==> config.mk <==
export PLATFORM = sky130hd
export DESIGN_NAME = pimrp_queue
export DESIGN_NICKNAME = d
export VERILOG_FILES = /design/src/sv/pimrp_pkg.sv /design/src/sv/pimrp_queue.sv
export SDC_FILE = /design/constraint.sdc
export NUM_CORES = 1
export LEC_CHECK = 0
export ABC_AREA = 1
export ABC_CLOCK_PERIOD_IN_PS = 11900
export BUFFER_PORTS_ARGS = -buffer_cell sky130_fd_sc_hd__buf_2
export CAP_MARGIN = 30
export CORE_ASPECT_RATIO = 1.4
export CORE_UTILIZATION = 52
export CTS_CLUSTER_SIZE = 40
export DETAILED_ROUTE_END_ITERATION = 16
export GPL_ROUTABILITY_DRIVEN = 0
export HOLD_SLACK_MARGIN = 0.05
export PLACE_DENSITY = 0.76
export SYNTH_ARGS = -nofsm -noshare
export SYNTH_HDL_FRONTEND = slang
export SYNTH_SLANG_ARGS = --single-unit
==> constraint.sdc <==
create_clock -name aclk -period 11.9 [get_ports aclk]
set_input_delay 2.38 -clock aclk [delete_from_list [all_inputs] [get_ports aclk]]
set_output_delay 2.38 -clock aclk [all_outputs]
set_load 0.02 [all_outputs]
==> src/sv/pimrp_pkg.sv <==
// ---------------------------------------------------------------------------
// pimrp_pkg
// Shared constants and types for the point-in-mesh ray parity block.
// ---------------------------------------------------------------------------
`default_nettype none

package pimrp_pkg;

    // register port geometry
    localparam int CFG_DATA_W = 32;
    localparam int CFG_ADDR_W = 4;
    localparam int CFG_IDX_W  = 2;

    // register indexes
    localparam logic [CFG_IDX_W-1:0] REG_POINT_X = 2'd0;
    localparam logic [CFG_IDX_W-1:0] REG_POINT_Y = 2'd1;
    localparam logic [CFG_IDX_W-1:0] REG_POINT_Z = 2'd2;

    // queue between front and back end
    localparam int QUEUE_DEPTH = 2;
    localparam int QUEUE_PTR_W = 1;
    localparam int QUEUE_CNT_W = 2;

    typedef struct packed {
        logic full;
        logic empty;
    } queue_stat_t;

endpackage

`default_nettype wire

==> src/sv/pimrp_queue.sv <==
// ---------------------------------------------------------------------------
// pimrp_queue
// Two-entry queue that decouples the front end from the arithmetic back end.
// ---------------------------------------------------------------------------
`default_nettype none

module pimrp_queue
    import pimrp_pkg::*;
#(
    parameter int ITEM_W = 154
) (
    input  logic              aclk,
    input  logic              aresetn,
    input  logic              push,
    input  logic [ITEM_W-1:0] push_data,
    input  logic              pop,
    output logic [ITEM_W-1:0] head_data,
    output queue_stat_t       stat
);

    logic [ITEM_W-1:0]      mem [QUEUE_DEPTH];
    logic [QUEUE_PTR_W-1:0] wr_ptr_reg, wr_ptr_next;
    logic [QUEUE_PTR_W-1:0] rd_ptr_reg, rd_ptr_next;
    logic [QUEUE_CNT_W-1:0] count_reg, count_next;
    logic                   do_push, do_pop;

    assign stat.full  = (count_reg == QUEUE_CNT_W'(QUEUE_DEPTH));
    assign stat.empty = (count_reg == '0);

    assign do_push = push && !stat.full;
    assign do_pop  = pop && !stat.empty;

    // pointer and fill bookkeeping
    always_comb begin
        wr_ptr_next = wr_ptr_reg;
        rd_ptr_next = rd_ptr_reg;
        count_next  = count_reg;
        if (do_push) begin
            wr_ptr_next = wr_ptr_reg + 1'b1;
        end
        if (do_pop) begin
            rd_ptr_next = rd_ptr_reg + 1'b1;
        end
        if (do_push && !do_pop) begin
            count_next = count_reg + 1'b1;
        end else if (do_pop && !do_push) begin
            count_next = count_reg - 1'b1;
        end
    end

    always_ff @(posedge aclk) begin
        if (!aresetn) begin
            wr_ptr_reg <= '0;
            rd_ptr_reg <= '0;
            count_reg  <= '0;
        end else begin
            wr_ptr_reg <= wr_ptr_next;
            rd_ptr_reg <= rd_ptr_next;
            count_reg  <= count_next;
        end
    end

    // storage
    always_ff @(posedge aclk) begin
        if (do_push) begin
            mem[wr_ptr_reg] <= push_data;
        end
    end

    assign head_data = mem[rd_ptr_reg];

endmodule

`default_nettype wire

==> flow_metrics.py <==
metrics = {
    "outcome": {
        "status": "finished clean",
    },
    "worst_setup_path": {
        "r2r-start": "count_reg[0]",
        "critPathCapture": "head_data[59]",
        "required_ps": 9520,
        "crit_arrival_ps": 3110,
        "cp_cell_sequence": "buf_4 > buf_16 > buf_4 > buf_16 > mux2_2 > buf_2",
        "ff2ff_path_depth": 5,
        "critPathCaptureType": "output pin",
        "startpoint_type": "register",
        "path_max_fanout": 60,
        "rr_endpoint": "mem[1][50]",
        "critical_path_class": "register to output pin",
        "r2r_slack_ps": 9040,
        "slowest_stage": "dfxtp_4",
        "max_stage_delay_ps": 450,
    },
    "logic_synthesis": {
        "synth_area_leader_cell": "edfxtp_1",
        "synth.area.top_cells": "edfxtp_1 (80%), mux2_2 (9.1%), mux2_4 (7.8%)",
        "async_reset_ff_share_pct": 0,
        "ys_seq_area_share_pct": 80.7,
        "synth_cells": 517,
        "synth.most_common_cell": "edfxtp_1",
        "yosys_warnings": 0,
        "synth_mux_area_share_pct": 16.9,
        "synthSimpleGateAreaFrac_pct": 0.648,
        "synth_top_area_share_pct": 79.8,
        "synth_ff_type": "edfxtp_1",
        "syn_nets": 676,
        "syn_avg_cell_area_um2": 22.4,
        "yosysUniqueCellTypes": 14,
        "ys_ff_latch": 313,
        "synth-xor-area-share_pct": 0,
        "synth_top_family_by_area": "multiplexers",
        "synthAdderAreaFrac_pct": 0.108,
        "synth_area_mm2": 0.0116,
        "synth_common_cells": "edfxtp_1 (308), mux2_2 (94), mux2_4 (60)",
        "synth_compound_area_share_pct": 0.173,
        "synth-edff-count": 308,
    },
    "pwr": {
        "p_sw_mw": 0.895,
        "swShare_pct": 28.6,
        "comb_power_share_pct": 26.3,
        "p_per_area_mw_per_mm2": 216,
        "ir_worst_vdd_mv": 0.164,
        "p_total_mw": 3.13,
        "clockPowerShare_pct": 28.0,
        "intPower_mw": 2.24,
        "p_seq_share_pct": 45.7,
        "p_leak_nw": 5.56,
    },
    "clocking": {
        "cts-root-buf": "clkbuf_16",
        "clk_latency_ps": 530,
        "cts_setup_buffers": 0,
        "cts-resized-gates": 0,
        "cts_sinks": 313,
        "cts_made_buffers": 28,
        "ctsHoldBuffers": 0,
        "h-tree-depth": 1,
        "path_clk_slew_ps": 60,
        "cts_buffer_depth": 3,
        "cts_tree": "done",
    },
    "sta": {
        "fin_crit_sh_pct": 46.2,
        "tightest_slew_ps": 970,
        "holdWs_ps": 507,
        "fin_skew_ps": 7.24,
        "rsz0062_at_grt": "false",
        "final-max-slew-violation-count": 0,
        "finalSetupViolCount": 0,
        "fmax_mhz": 182,
        "setup_tns_ps": 0,
        "relSlewSlack_pct": 35.3,
        "min_period_ps": 5490,
        "hold_violations": 0,
    },
    "global_route": {
        "grt_max_degree": 74,
        "grt_pass1_vias": 6015,
        "grt_pass1_wl_mm": 31.0,
        "antenna_found_initial": 5,
        "grtUsageTotal_pct": 18.2,
        "grt-ovfl-total": 0,
    },
    "floorplan": {
        "initial_core_util_pct": 53.0,
        "core_mm2": 0.0219,
        "die-area_mm2": 0.0229,
        "dieHeight_um": 179,
        "io-pin-count": 314,
        "die_w_um": 128,
        "rows": 64,
    },
    "drt": {
        "via_per_inst": 4.97,
        "wirelength_mm": 21.7,
        "ant_nets": 0,
        "wl_per_cell_um": 18.4,
        "drt_iter0_markers": 268,
        "drcViolationCount": 0,
        "drtPass1Iterations": 4,
        "via_count": 5875,
    },
    "place": {
        "place_hpwl_mm": 14.9,
        "io_buffers": 313,
    },
    "cells_and_area": {
        "area_delta_synth_final_pct": 25.3,
        "drive_above_1_share_pct": 59.7,
        "nets": 1013,
        "largest_reg_flops": 308,
    },
    "run": {
        "cap_violations": 0,
    },
    "hold_path": {
        "hp-class": "register to register",
        "min_path_cells": 2,
    },
}
==> routing by layer <==
layer	vias to the layer above	wire, µm	track usage [%]
met5	-	0	0
met4	0	699	8.38
met3	46	1580	5.04
met2	209	12000	33.8
met1	2889	7410	18.8
li1	2731	-	-
==> power groups by stage <==
stage          Combinational, mW  Sequential [mW]  Clock (mW)
2_1_floorplan              0.576             1.48           0
4_1_cts                    0.837             1.44       0.895
3_5_place_dp               0.833             1.46           0
6_report                   0.823             1.43       0.878
5_1_grt                    0.876             1.45       0.939
3_3_place_gp               0.805             1.45           0
==> placed cells by master, fill, tap and decap left out, types with 3 or more instances in the layout <==
cell	count
edfxtp_1	308
nand2_1	6
mux2_4	60
clkinv_1	8
clkbuf_16	29
inv_1	9
bufinv_16	3
diode_2	8
o21ai_0	3
dfxtp_1	4
buf_16	5
mux2_2	94
buf_2	313
clkinv_2	9
buf_4	6
nor2_1	9
==> cell families after synthesis <==
group / after synthesis
buffers and inverters: 26
adders and majority gates: 1
muxes: 154
DFF: 313
and+or+nand+nor: 19
AOI/OAI and AO/OA: 4
==> how the worst min path moves through the flow <==
| stage | end | slack [ps] | startpoint |
|---|---|---|---|
| 2_1_floorplan | register | 470 | rd_ptr_reg |
| 3_3_place_gp | rd_ptr_reg | 480 | rd_ptr_reg |
| 3_5_place_dp | register | 490 | rd_ptr_reg |
| 4_1_cts | register | 510 | rd_ptr_reg |
| 5_1_grt | rd_ptr_reg | 550 | rd_ptr_reg |
| 6_report | register | 510 | rd_ptr_reg |
==> worst max-delay path: cells and delay by family (launching register included) <==
kind,cells,cell delay (ps)
flip-flops,1,450
multiplexers,1,400
buffers and inverters,5,1670
==> cell type report <==
cell class              instances  area, µm²
diodes                          8       20.0
well taps                     297        372
flip-flops and latches        313       9350
inverters                       9       33.8
repair buffers                324       1750
multi-input cells             178       2080
clock inverters                21        173
fillers                      1471       7350
clock buffers                  31        733
==> through the flow <==
step | std cells | util [%] | area [µm²] | worst slack (ps)
after floorplan | 517 | - | 11600 | 2300
after global placement | 1116 | 61.5 | 13500 | 6480
after detailed placement | 1121 | 62.2 | 13600 | 6910
after CTS | 1173 | 66.3 | 14500 | 6340
after global routing | 1177 | 66.4 | 14500 | 6230
final | 1181 | 66.4 | 14500 | 6410
No activity file was read; power rests on OpenSTA's default activity.
