===== src/sv/pimrp_pkg.sv =====
// ---------------------------------------------------------------------------
// pimrp_pkg
// Shared constants and types for the point-in-mesh ray parity block.
// ---------------------------------------------------------------------------
`default_nettype none

package pimrp_pkg;

    // register port geometry
    localparam int CFG_DATA_W = 32;
    localparam int CFG_ADDR_W = 4;
    localparam int CFG_IDX_W  = 2;

    // register indexes
    localparam logic [CFG_IDX_W-1:0] REG_POINT_X = 2'd0;
    localparam logic [CFG_IDX_W-1:0] REG_POINT_Y = 2'd1;
    localparam logic [CFG_IDX_W-1:0] REG_POINT_Z = 2'd2;

    // queue between front and back end
    localparam int QUEUE_DEPTH = 2;
    localparam int QUEUE_PTR_W = 1;
    localparam int QUEUE_CNT_W = 2;

    typedef struct packed {
        logic full;
        logic empty;
    } queue_stat_t;

endpackage

`default_nettype wire


===== src/sv/pimrp_front.sv =====
// ---------------------------------------------------------------------------
// pimrp_front
// Accepts triangles, forms edge vectors and the point offset, and hands the
// registered result to the queue.
// ---------------------------------------------------------------------------
`default_nettype none

module pimrp_front
    import pimrp_pkg::*;
#(
    parameter int COORD_BITS = 16
) (
    input  logic                         aclk,
    input  logic                         aresetn,
    input  logic                         s_valid,
    output logic                         s_ready,
    input  logic signed [COORD_BITS-1:0] s_v0_x,
    input  logic signed [COORD_BITS-1:0] s_v0_y,
    input  logic signed [COORD_BITS-1:0] s_v0_z,
    input  logic signed [COORD_BITS-1:0] s_v1_x,
    input  logic signed [COORD_BITS-1:0] s_v1_y,
    input  logic signed [COORD_BITS-1:0] s_v1_z,
    input  logic signed [COORD_BITS-1:0] s_v2_x,
    input  logic signed [COORD_BITS-1:0] s_v2_y,
    input  logic signed [COORD_BITS-1:0] s_v2_z,
    input  logic                         s_last_triangle,
    input  logic signed [COORD_BITS-1:0] point_x,
    input  logic signed [COORD_BITS-1:0] point_y,
    input  logic signed [COORD_BITS-1:0] point_z,
    input  queue_stat_t                  queue_stat,
    output logic                         push,
    output logic [9*(COORD_BITS+1):0]    push_data
);

    localparam int D      = COORD_BITS + 1;
    localparam int ITEM_W = 9 * D + 1;

    logic signed [D-1:0] e1x, e1y, e1z, e2x, e2y, e2z, sx, sy, sz;
    logic                valid_reg, valid_next;
    logic [ITEM_W-1:0]   item_reg, item_next;
    logic                take;

    // exact differences, one bit wider than the coordinates
    assign e1x = D'(s_v1_x) - D'(s_v0_x);
    assign e1y = D'(s_v1_y) - D'(s_v0_y);
    assign e1z = D'(s_v1_z) - D'(s_v0_z);
    assign e2x = D'(s_v2_x) - D'(s_v0_x);
    assign e2y = D'(s_v2_y) - D'(s_v0_y);
    assign e2z = D'(s_v2_z) - D'(s_v0_z);
    assign sx  = D'(point_x) - D'(s_v0_x);
    assign sy  = D'(point_y) - D'(s_v0_y);
    assign sz  = D'(point_z) - D'(s_v0_z);

    // stage register drains into the queue
    assign push    = valid_reg && !queue_stat.full;
    assign s_ready = !valid_reg || !queue_stat.full;
    assign take    = s_valid && s_ready;

    always_comb begin
        valid_next = valid_reg;
        item_next  = item_reg;
        if (push) begin
            valid_next = 1'b0;
        end
        if (take) begin
            valid_next = 1'b1;
            item_next  = {s_last_triangle, sz, sy, sx, e2z, e2y, e2x, e1z, e1y, e1x};
        end
    end

    always_ff @(posedge aclk) begin
        if (!aresetn) begin
            valid_reg <= 1'b0;
        end else begin
            valid_reg <= valid_next;
        end
    end

    always_ff @(posedge aclk) begin
        item_reg <= item_next;
    end

    assign push_data = item_reg;

endmodule

`default_nettype wire


===== config.mk =====
export PLATFORM = sky130hd
export DESIGN_NAME = pimrp_front
export DESIGN_NICKNAME = d
export VERILOG_FILES = /design/src/sv/pimrp_pkg.sv /design/src/sv/pimrp_front.sv
export SDC_FILE = /design/constraint.sdc
export NUM_CORES = 1
export LEC_CHECK = 0
export BUFFER_PORTS_ARGS = -buffer_cell sky130_fd_sc_hd__buf_2
export CAP_MARGIN = 20
export CORE_ASPECT_RATIO = 1.2
export CORE_MARGIN = 2
export CORE_UTILIZATION = 45
export DETAILED_ROUTE_END_ITERATION = 10
export PLACE_DENSITY = 0.78
export SYNTH_ARGS = -nofsm -noshare
export SYNTH_HDL_FRONTEND = slang
export SYNTH_SLANG_ARGS = --single-unit

===== constraint.sdc =====
create_clock -name aclk -period 7.6 [get_ports aclk]
set_input_delay 1.14 -clock aclk [delete_from_list [all_inputs] [get_ports aclk]]
set_output_delay 1.14 -clock aclk [all_outputs]
set_load 0.05 [all_outputs]

==> metrics.csv, run 1 <==
metric,value,unit
routed_wirelength,30800,um
ys.flop_type,edfxtp_1,
timing.final.hold_violations,0,
cp_cell_sequence,buf_2 > ha_1 > fa_1 > nor2b_1 > o21a_1 > o211a_1 > nor3_1 > o21a_1 > o41ai_1 > a31oi_1,
hold_depth,2,
nets,1783,
first_global_vias,9327,
via_count,9606,
arrival,3.43,ns
ir_worst_vdd,0.1483,mV
finalCritPeriodShare,0.4302,
die_x,147.9,um
fill_cells,2177,
tns,0,ns
grt_setup_unrepaired,no,
drc_errors,0,
fmax,305.9,MHz
crit_path_end_kind,flip-flop,
slew_headroom,0.4725,
finalWorstPathRequiredPeriod,3.269,ns
cap_viol_max_count,0,
place.detailed.instances,1738,
worstMarginPinSlew,0.7912,ns
power_switching,0.001168,W
status,"finished, final reports clean",
r2r_cells,3,
critPathKind,input pin to flip-flop,
drtAntennaViolNets,0,
r2r_setup_slack,5.53,ns
initial_core_util,0.4549,
clock_skew,0.01525,ns
seq_area_frac_synth,0.4152,
r2r_end,push_data[76],
synth_fp_nets,1415,
postSynthAreaPerCell,10.51,um2
top_level_ports,354,
critPathMaxFanout,3,
ys_seq_elements,155,
clkPwrFrac,0.278,
hold_path_class,flip-flop to flip-flop,
syn_area,11190,um2
yosys-top-cells-area,"edfxtp_1 41%, ha_1 16%, xnor2_1 6.0%",
antenna_found_initial,9,
power_frac_seq,0.358,
clock_path_buffers,2,
detail_route.vias_per_cell,5.403,
p_per_area,224.6,nW/um2
largest_reg_flops,154,
finalMaxSlewViolations,0,
port_buffers,352,
hold_path.startpoint,valid_reg,
root_buffer,clkbuf_16,
yosys.area.top_type,edfxtp_1,
die_h,176.7,um
cp.required,7.76,ns
synth-edff-count,154,
synth_top_area_share,0.4134,
total_leakage_power,6.560,nW
p_sw_frac,0.3723,
dpl.hpwl,25010,um
combPwrFrac,0.364,
async_reset_ff_frac,0,
holdPathEnd,valid_reg,
detail_route.wl_per_cell,17.32,um
grt_pass1_wl,46670,um
numCtsBuffers,17,
drive_above_1_share,0.2727,
internal-power,0.001968,W
placementRows,63,
crit_path_start_kind,input pin,
p_total,0.003136,W
cts_tree,done,
track_usage,0.2296,
whs,0.5431,ns
setup_viol,0,
grt_max_degree,60,
grt_overflow_total,0,
reg2reg_from,valid_reg,
post_cts_buffers,0,
yosysWarningCount,0,
drt-initial-drc-count,479,
synth_commonest_cells,"154 x edfxtp_1, 144 x ha_1, 99 x inv_1",
clkTransAtPathRegs,0.06,ns
core,24590,um2
cp_slowest_cell,o41ai_1,
syn2layout_area_growth,24.78,%
stdcell_count,1778,
setup_ws,4.331,ns
cpMostUsedCell,o21a_1,
cpPeakStageDelay,0.60,ns
preCtsSetupSlack,3.958,ns
syn_inst,1064,
die_area,26140,um2
synth_cell_types,57,
clkLatencyLatePin,0.44,ns
cts_resized,0,
dr.pass1.iters,5,
place.gp.congestion,0.9534,
cts_num_sinks,155,
yosysMostFrequentCell,edfxtp_1,
ctsHoldBuffers,0,
htreeDepth,4,
critical path, delay by kind of cell:
| family | cells | cell delay (ns) |
|---|---|---|
| buffers and inverters | 1 | 0.12 |
| adders and majority gates | 2 | 0.63 |
| AOI/OAI and AO/OA | 5 | 1.33 |
| and+or+nand+nor | 2 | 0.20 |
through the flow:
step                instance area (um2)    util
floorplan                         11190       -
global placement                  13350  0.5430
detailed placement                13350  0.5430
CTS                               13940  0.5668
global route                      13960  0.5676
finish                            13960  0.5676
worst max-delay path by stage:
stage             startpoint        endpoint  slack (ns)
2_1_floorplan  queue_stat[1]    push_data[0]        1.97
3_3_place_gp       s_v0_x[0]  push_data[118]        3.97
3_5_place_dp       s_v0_x[0]  push_data[118]        3.96
4_1_cts            s_v0_x[0]  push_data[118]        4.37
5_1_grt            s_v0_y[0]   push_data[84]        4.24
6_report           s_v0_y[0]   push_data[84]        4.33
routing by layer:
metal	vias up	wire length [um]	global-route usage	part of all wire
met5	-	0	0	0
met4	0	1553	0.1329	0.050
met3	88	2159	0.05361	0.070
met2	400	14910	0.3876	0.48
met1	4426	12170	0.2676	0.40
li1	4692	-	-	-
layout by cell type (no fill, tap or decap), drive strengths merged, types with 19 or more instances in the layout:
master / count
a21o: 48
a21oi: 82
buf: 354
clkbuf: 20
edfxtp: 154
ha: 144
inv: 99
nand2: 52
nand2b: 19
nor2: 67
nor2b: 30
o21a: 20
o21ai: 58
xnor2: 77
xor2: 39
cells by family after synthesis:
group,after synthesis,share of synthesized area
AOI/OAI and AO/OA,304,0.1803
xor gates and xnor gates,116,0.09082
adders and majority gates,153,0.1772
buffers and inverters,104,0.03490
DFF,155,0.4152
and+or+nand+nor,232,0.1017
layout make-up:
type                       count  area, um2  share of cell area
clock inverter                12      148.9             0.01067
timing repair buffer         354       1777              0.1273
clock buffer                  20      436.7             0.03128
multi-input combinational    805       6155              0.4409
antenna                        8      20.02            0.001434
inverter                      99      371.6             0.02662
tap                          325      406.6             0.02913
sequential                   155       4644              0.3327
power groups by stage:
stage / Clock, W / Combinational [W] / Sequential (W)
after floorplan: 0 / 0.000479 / 0.00152
after global placement: 0 / 0.00111 / 0.00114
after detailed placement: 0 / 0.00113 / 0.00114
after CTS: 0.000886 / 0.00114 / 0.00112
after global routing: 0.000917 / 0.00123 / 0.00113
final: 0.000872 / 0.00114 / 0.00112
(Power assumes the default switching activity.)
==> inputs of run 2 (changes only) <==
Settings changed: PLACE_DENSITY 0.78 to 0.81.
Clock period 7.6 ns to 2.8 ns, I/O delays scaled along.
==> metrics.csv, run 2 (same netlist as run 1, synthesis figures left out) <==
metric,value,unit
status,"finished, final reports clean",
critPathKind,input pin to flip-flop,
r2r_setup_slack,1.25,ns
r2r_end,push_data[4],
initial_core_util,0.4549,
clock_skew,0.01405,ns
htreeDepth,4,
fill_cells,2127,
layout_common_cells,"352 x buf_2, 154 x edfxtp_1, 144 x ha_1, 99 x inv_1, 81 x a21oi_1",
root_buffer,clkbuf_16,
reg2reg_from,valid_reg,
crit_path_end_kind,flip-flop,
cp.required,2.97,ns
place.gp.congestion,0.9405,
dpl.hpwl,25510,um
drive_above_1_share,0.2869,
worstMarginPinSlew,0.5174,ns
crit_path_start_kind,input pin,
final_common_cell,buf_2,
via_count,9746,
cts_resized,0,
syn2layout_area_growth,27.54,%
hold_depth,1,
finalWorstPathRequiredPeriod,2.449,ns
die_area,26140,um2
tns,0,ns
clock_path_buffers,2,
r2r_cells,3,
detail_route.vias_per_cell,5.402,
track_usage,0.2333,
total_leakage_power,6.740,nW
dr.pass1.iters,5,
ctsHoldBuffers,0,
setup_ws,0.3511,ns
post_cts_buffers,0,
port_buffers,352,
holdPathEnd,push_data[153],
routed_wirelength,31440,um
cts_tree,done,
finalMaxSlewViolations,0,
drtAntennaViolNets,0,
numCtsBuffers,17,
ir_worst_vdd,0.3883,mV
antenna_found_initial,6,
cap_viol_max_count,0,
timing.final.hold_violations,0,
hold_path.startpoint,s_last_triangle,
cts_num_sinks,155,
grt_overflow_total,0,
fmax,408.3,MHz
finalCritPeriodShare,0.8746,
die_h,176.7,um
clkLatencyLatePin,0.43,ns
slew_headroom,0.6551,
drt-initial-drc-count,550,
p_total,0.008903,W
grt_max_degree,59,
whs,0.1855,ns
preCtsSetupSlack,-0.05739,ns
top_level_ports,354,
nets,1809,
grt_pass1_wl,47810,um
critPathMaxFanout,3,
largest_reg_flops,154,
grt_setup_unrepaired,no,
p_per_area,624.0,nW/um2
hold_path_class,input pin to flip-flop,
placementRows,63,
core,24590,um2
clkTransAtPathRegs,0.07,ns
die_x,147.9,um
arrival,2.62,ns
detail_route.wl_per_cell,17.43,um
drc_errors,0,
setup_viol,0,
first_global_vias,9777,
run 2: worst max-delay path: stages:
cell       delay, ns
buf_2           0.12
ha_1            0.22
fa_1            0.40
nor2b_1         0.15
o21a_1          0.15
o21ai_0         0.18
a2111oi_2       0.51
nor4_1          0.10
nor3_1          0.25
xor2_1          0.10
run 2: report_power, final:
| group | switching (W) | internal [W] | leakage, nW | total (W) |
|---|---|---|---|---|
| clock | 0.000991 | 0.00168 | 0.321 | 0.00267 |
| sequential | 0.0000779 | 0.00297 | 1.50 | 0.00305 |
| combinational | 0.00216 | 0.00102 | 4.92 | 0.00318 |
run 2: through the flow:
step                      instances    util  area (um2)
after floorplan                1064       -       11190
after global placement         1764  0.5519       13570
after detailed placement       1764  0.5519       13570
after CTS                      1796  0.5793       14250
after global routing           1801  0.5798       14260
final                          1804  0.5801       14270
run 2: cell type report:
cell class | instances | area, um2 | area share
Tap cell | 325 | 406.6 | 0.02850
Clock buffer | 18 | 429.2 | 0.03008
Timing Repair Buffer | 380 | 1997 | 0.1400
Antenna cell | 8 | 20.02 | 0.001403
Sequential cell | 155 | 4644 | 0.3255
Clock inverter | 14 | 244.0 | 0.01710
Multi-Input combinational cell | 805 | 6155 | 0.4314
Inverter | 99 | 371.6 | 0.02605
run 2: worst max path at each step:
| stage | from | depth (start not counted) | end | slack (ns) |
|---|---|---|---|---|
| after global placement | s_v0_z[0] | 10 | push_data[48] | 0.03 |
| after floorplan | s_v0_x[2] | 9 | push_data[14] | 0.26 |
| after detailed placement | s_v0_z[0] | 10 | push_data[48] | -0.06 |
| after CTS | s_v0_y[0] | 11 | push_data[84] | 0.40 |
| after global routing | s_v0_y[0] | 10 | push_data[31] | 0.20 |
| final | s_v0_z[0] | 10 | push_data[48] | 0.35 |
run 2: metal layers:
layer | vias up | global-route usage | wire length (um)
met4 | 2 | 0.1095 | 1259
met3 | 77 | 0.04716 | 2220
li1 | 4731 | - | -
met2 | 407 | 0.4141 | 15720
met1 | 4529 | 0.2700 | 12230
met5 | - | 0 | 13
==> inputs of run 3 (changes only) <==
Settings changed: CTS_BUF_LIST set to sky130_fd_sc_hd__clkbuf_4 sky130_fd_sc_hd__clkbuf_8.
==> metrics.csv, run 3 (same netlist as run 1, synthesis figures left out) <==
metric,value,unit
p_sw_frac,0.3803,
die_x,147.9,um
place.detailed.instances,1764,
r2r_cells,3,
drt-initial-drc-count,504,
hold_depth,1,
design_area,14080,um2
cp_slowest_cell,a2111oi_2,
cp.required,3.02,ns
status,"finished, final reports clean",
nets,1809,
internal-power,0.005159,W
finalMaxSlewViolations,0,
crit_path_start_kind,input pin,
clkLatencyLatePin,0.47,ns
critPathKind,input pin to flip-flop,
detail_route.wl_per_cell,17.40,um
post_cts_buffers,0,
grt_max_degree,59,
dpl.hpwl,25510,um
reg2reg_from,valid_reg,
port_buffers,352,
grt_setup_unrepaired,no,
root_buffer,clkbuf_8,
setup_viol,0,
power_switching,0.003167,W
drive_above_1_share,0.2876,
ir_worst_vdd,0.3175,mV
die_h,176.7,um
worstMarginPinSlew,0.5221,ns
total_leakage_power,6.656,nW
r2r_setup_slack,1.24,ns
numCtsBuffers,17,
crit_family,compound AO/OA/AOI/OAI gates,
finalCritPeriodShare,0.8538,
grt_overflow_total,0,
r2r_end,push_data[4],
p_total,0.008326,W
core,24590,um2
place.gp.congestion,0.9405,
power_frac_seq,0.366,
cts_tree,done,
first_global_vias,9738,
largest_reg_flops,154,
cts_num_sinks,155,
clkTransAtPathRegs,0.09,ns
initial_core_util,0.4549,
die_area,26140,um2
arrival,2.61,ns
clock_skew,0.01474,ns
place_area,13570,um2
finalWorstPathRequiredPeriod,2.391,ns
antenna_found_initial,6,
cts_resized,0,
holdPathEnd,push_data[153],
cp_cell_sequence,buf_2 > ha_1 > fa_1 > nor2b_1 > o21a_1 > o21ai_0 > a2111oi_2 > nor4_1 > nor3_1 > xor2_1,
slew_headroom,0.6519,
cpPeakStageDelay,0.51,ns
ctsHoldBuffers,0,
track_usage,0.2344,
via_count,9803,
stdcell_count,1804,
drc_errors,0,
placementRows,63,
hold_path.startpoint,s_last_triangle,
crit_path_end_kind,flip-flop,
hold_path_class,input pin to flip-flop,
timing.final.hold_violations,0,
top_level_ports,354,
critPathMaxFanout,3,
path_buf_inv,1,
path_depth,10,
routed_wirelength,31400,um
clkPwrFrac,0.252,
p_per_area,591.4,nW/um2
clock_path_buffers,2,
detail_route.vias_per_cell,5.434,
cap_viol_max_count,0,
htreeDepth,4,
syn2layout_area_growth,25.86,%
drtAntennaViolNets,0,
grt_pass1_wl,47900,um
layout_common_cells,"352 x buf_2, 154 x edfxtp_1, 144 x ha_1, 99 x inv_1, 81 x a21oi_1",
dr.pass1.iters,5,
final_common_cell,buf_2,
whs,0.1399,ns
combPwrFrac,0.382,
fmax,418.3,MHz
[run 3: cell counts in the layout (fill, tap and decap cells not counted)]
No cell type changed its count.
[run 3: worst max-delay path by stage]
stage / from / end / slack (ns)
finish: s_v0_z[0] / push_data[48] / 0.41
floorplan: s_v0_x[2] / push_data[14] / 0.26
CTS: s_v0_y[0] / push_data[84] / 0.47
detailed placement: s_v0_z[0] / push_data[48] / -0.06
global placement: s_v0_z[0] / push_data[48] / 0.03
global route: s_v0_y[0] / push_data[31] / 0.28
[run 3: area by class of cell]
type                            count  area, um2
Clock inverter                     14      244.0
Inverter                           99      371.6
Multi-Input combinational cell    805       6155
Antenna cell                        8      20.02
Fill cell                        2141      10510
Sequential cell                   155       4644
Timing Repair Buffer              380       1997
Clock buffer                       18      241.5
Tap cell                          325      406.6
[run 3: per-layer routing]
layer	vias up	wire length (um)	global-route usage
li1	4732	-	-
met1	4577	12240	0.2748
met5	-	13	0
met4	2	1218	0.1115
met3	72	2228	0.04897
met2	420	15700	0.4099
[run 3: power by group through the flow]
stage	logic (W)	clock network [W]	registers [W]
2_1_floorplan	0.00130	0	0.00410
3_3_place_gp	0.00309	0	0.00309
5_1_grt	0.00340	0.00223	0.00307
3_5_place_dp	0.00316	0	0.00310
4_1_cts	0.00317	0.00215	0.00305
6_report	0.00318	0.00210	0.00305
[run 3: per-stage QoR]
stage,setup slack (ns),setup TNS (ns),utilization
after floorplan,0.2608,0,-
after global placement,0.02693,0,0.5519
after detailed placement,-0.05739,-0.1026,0.5519
after CTS,0.4699,0,0.5717
after global routing,0.2754,0,0.5722
final,0.4094,0,0.5725
[run 3: worst register-to-register path: cells and delay by family, from the launching register on]
| family | cells | cell delay (ns) |
|---|---|---|
| and+or+nand+nor | 2 | 0.36 |
| DFF | 1 | 0.33 |
| buffers and inverters | 1 | 0.49 |
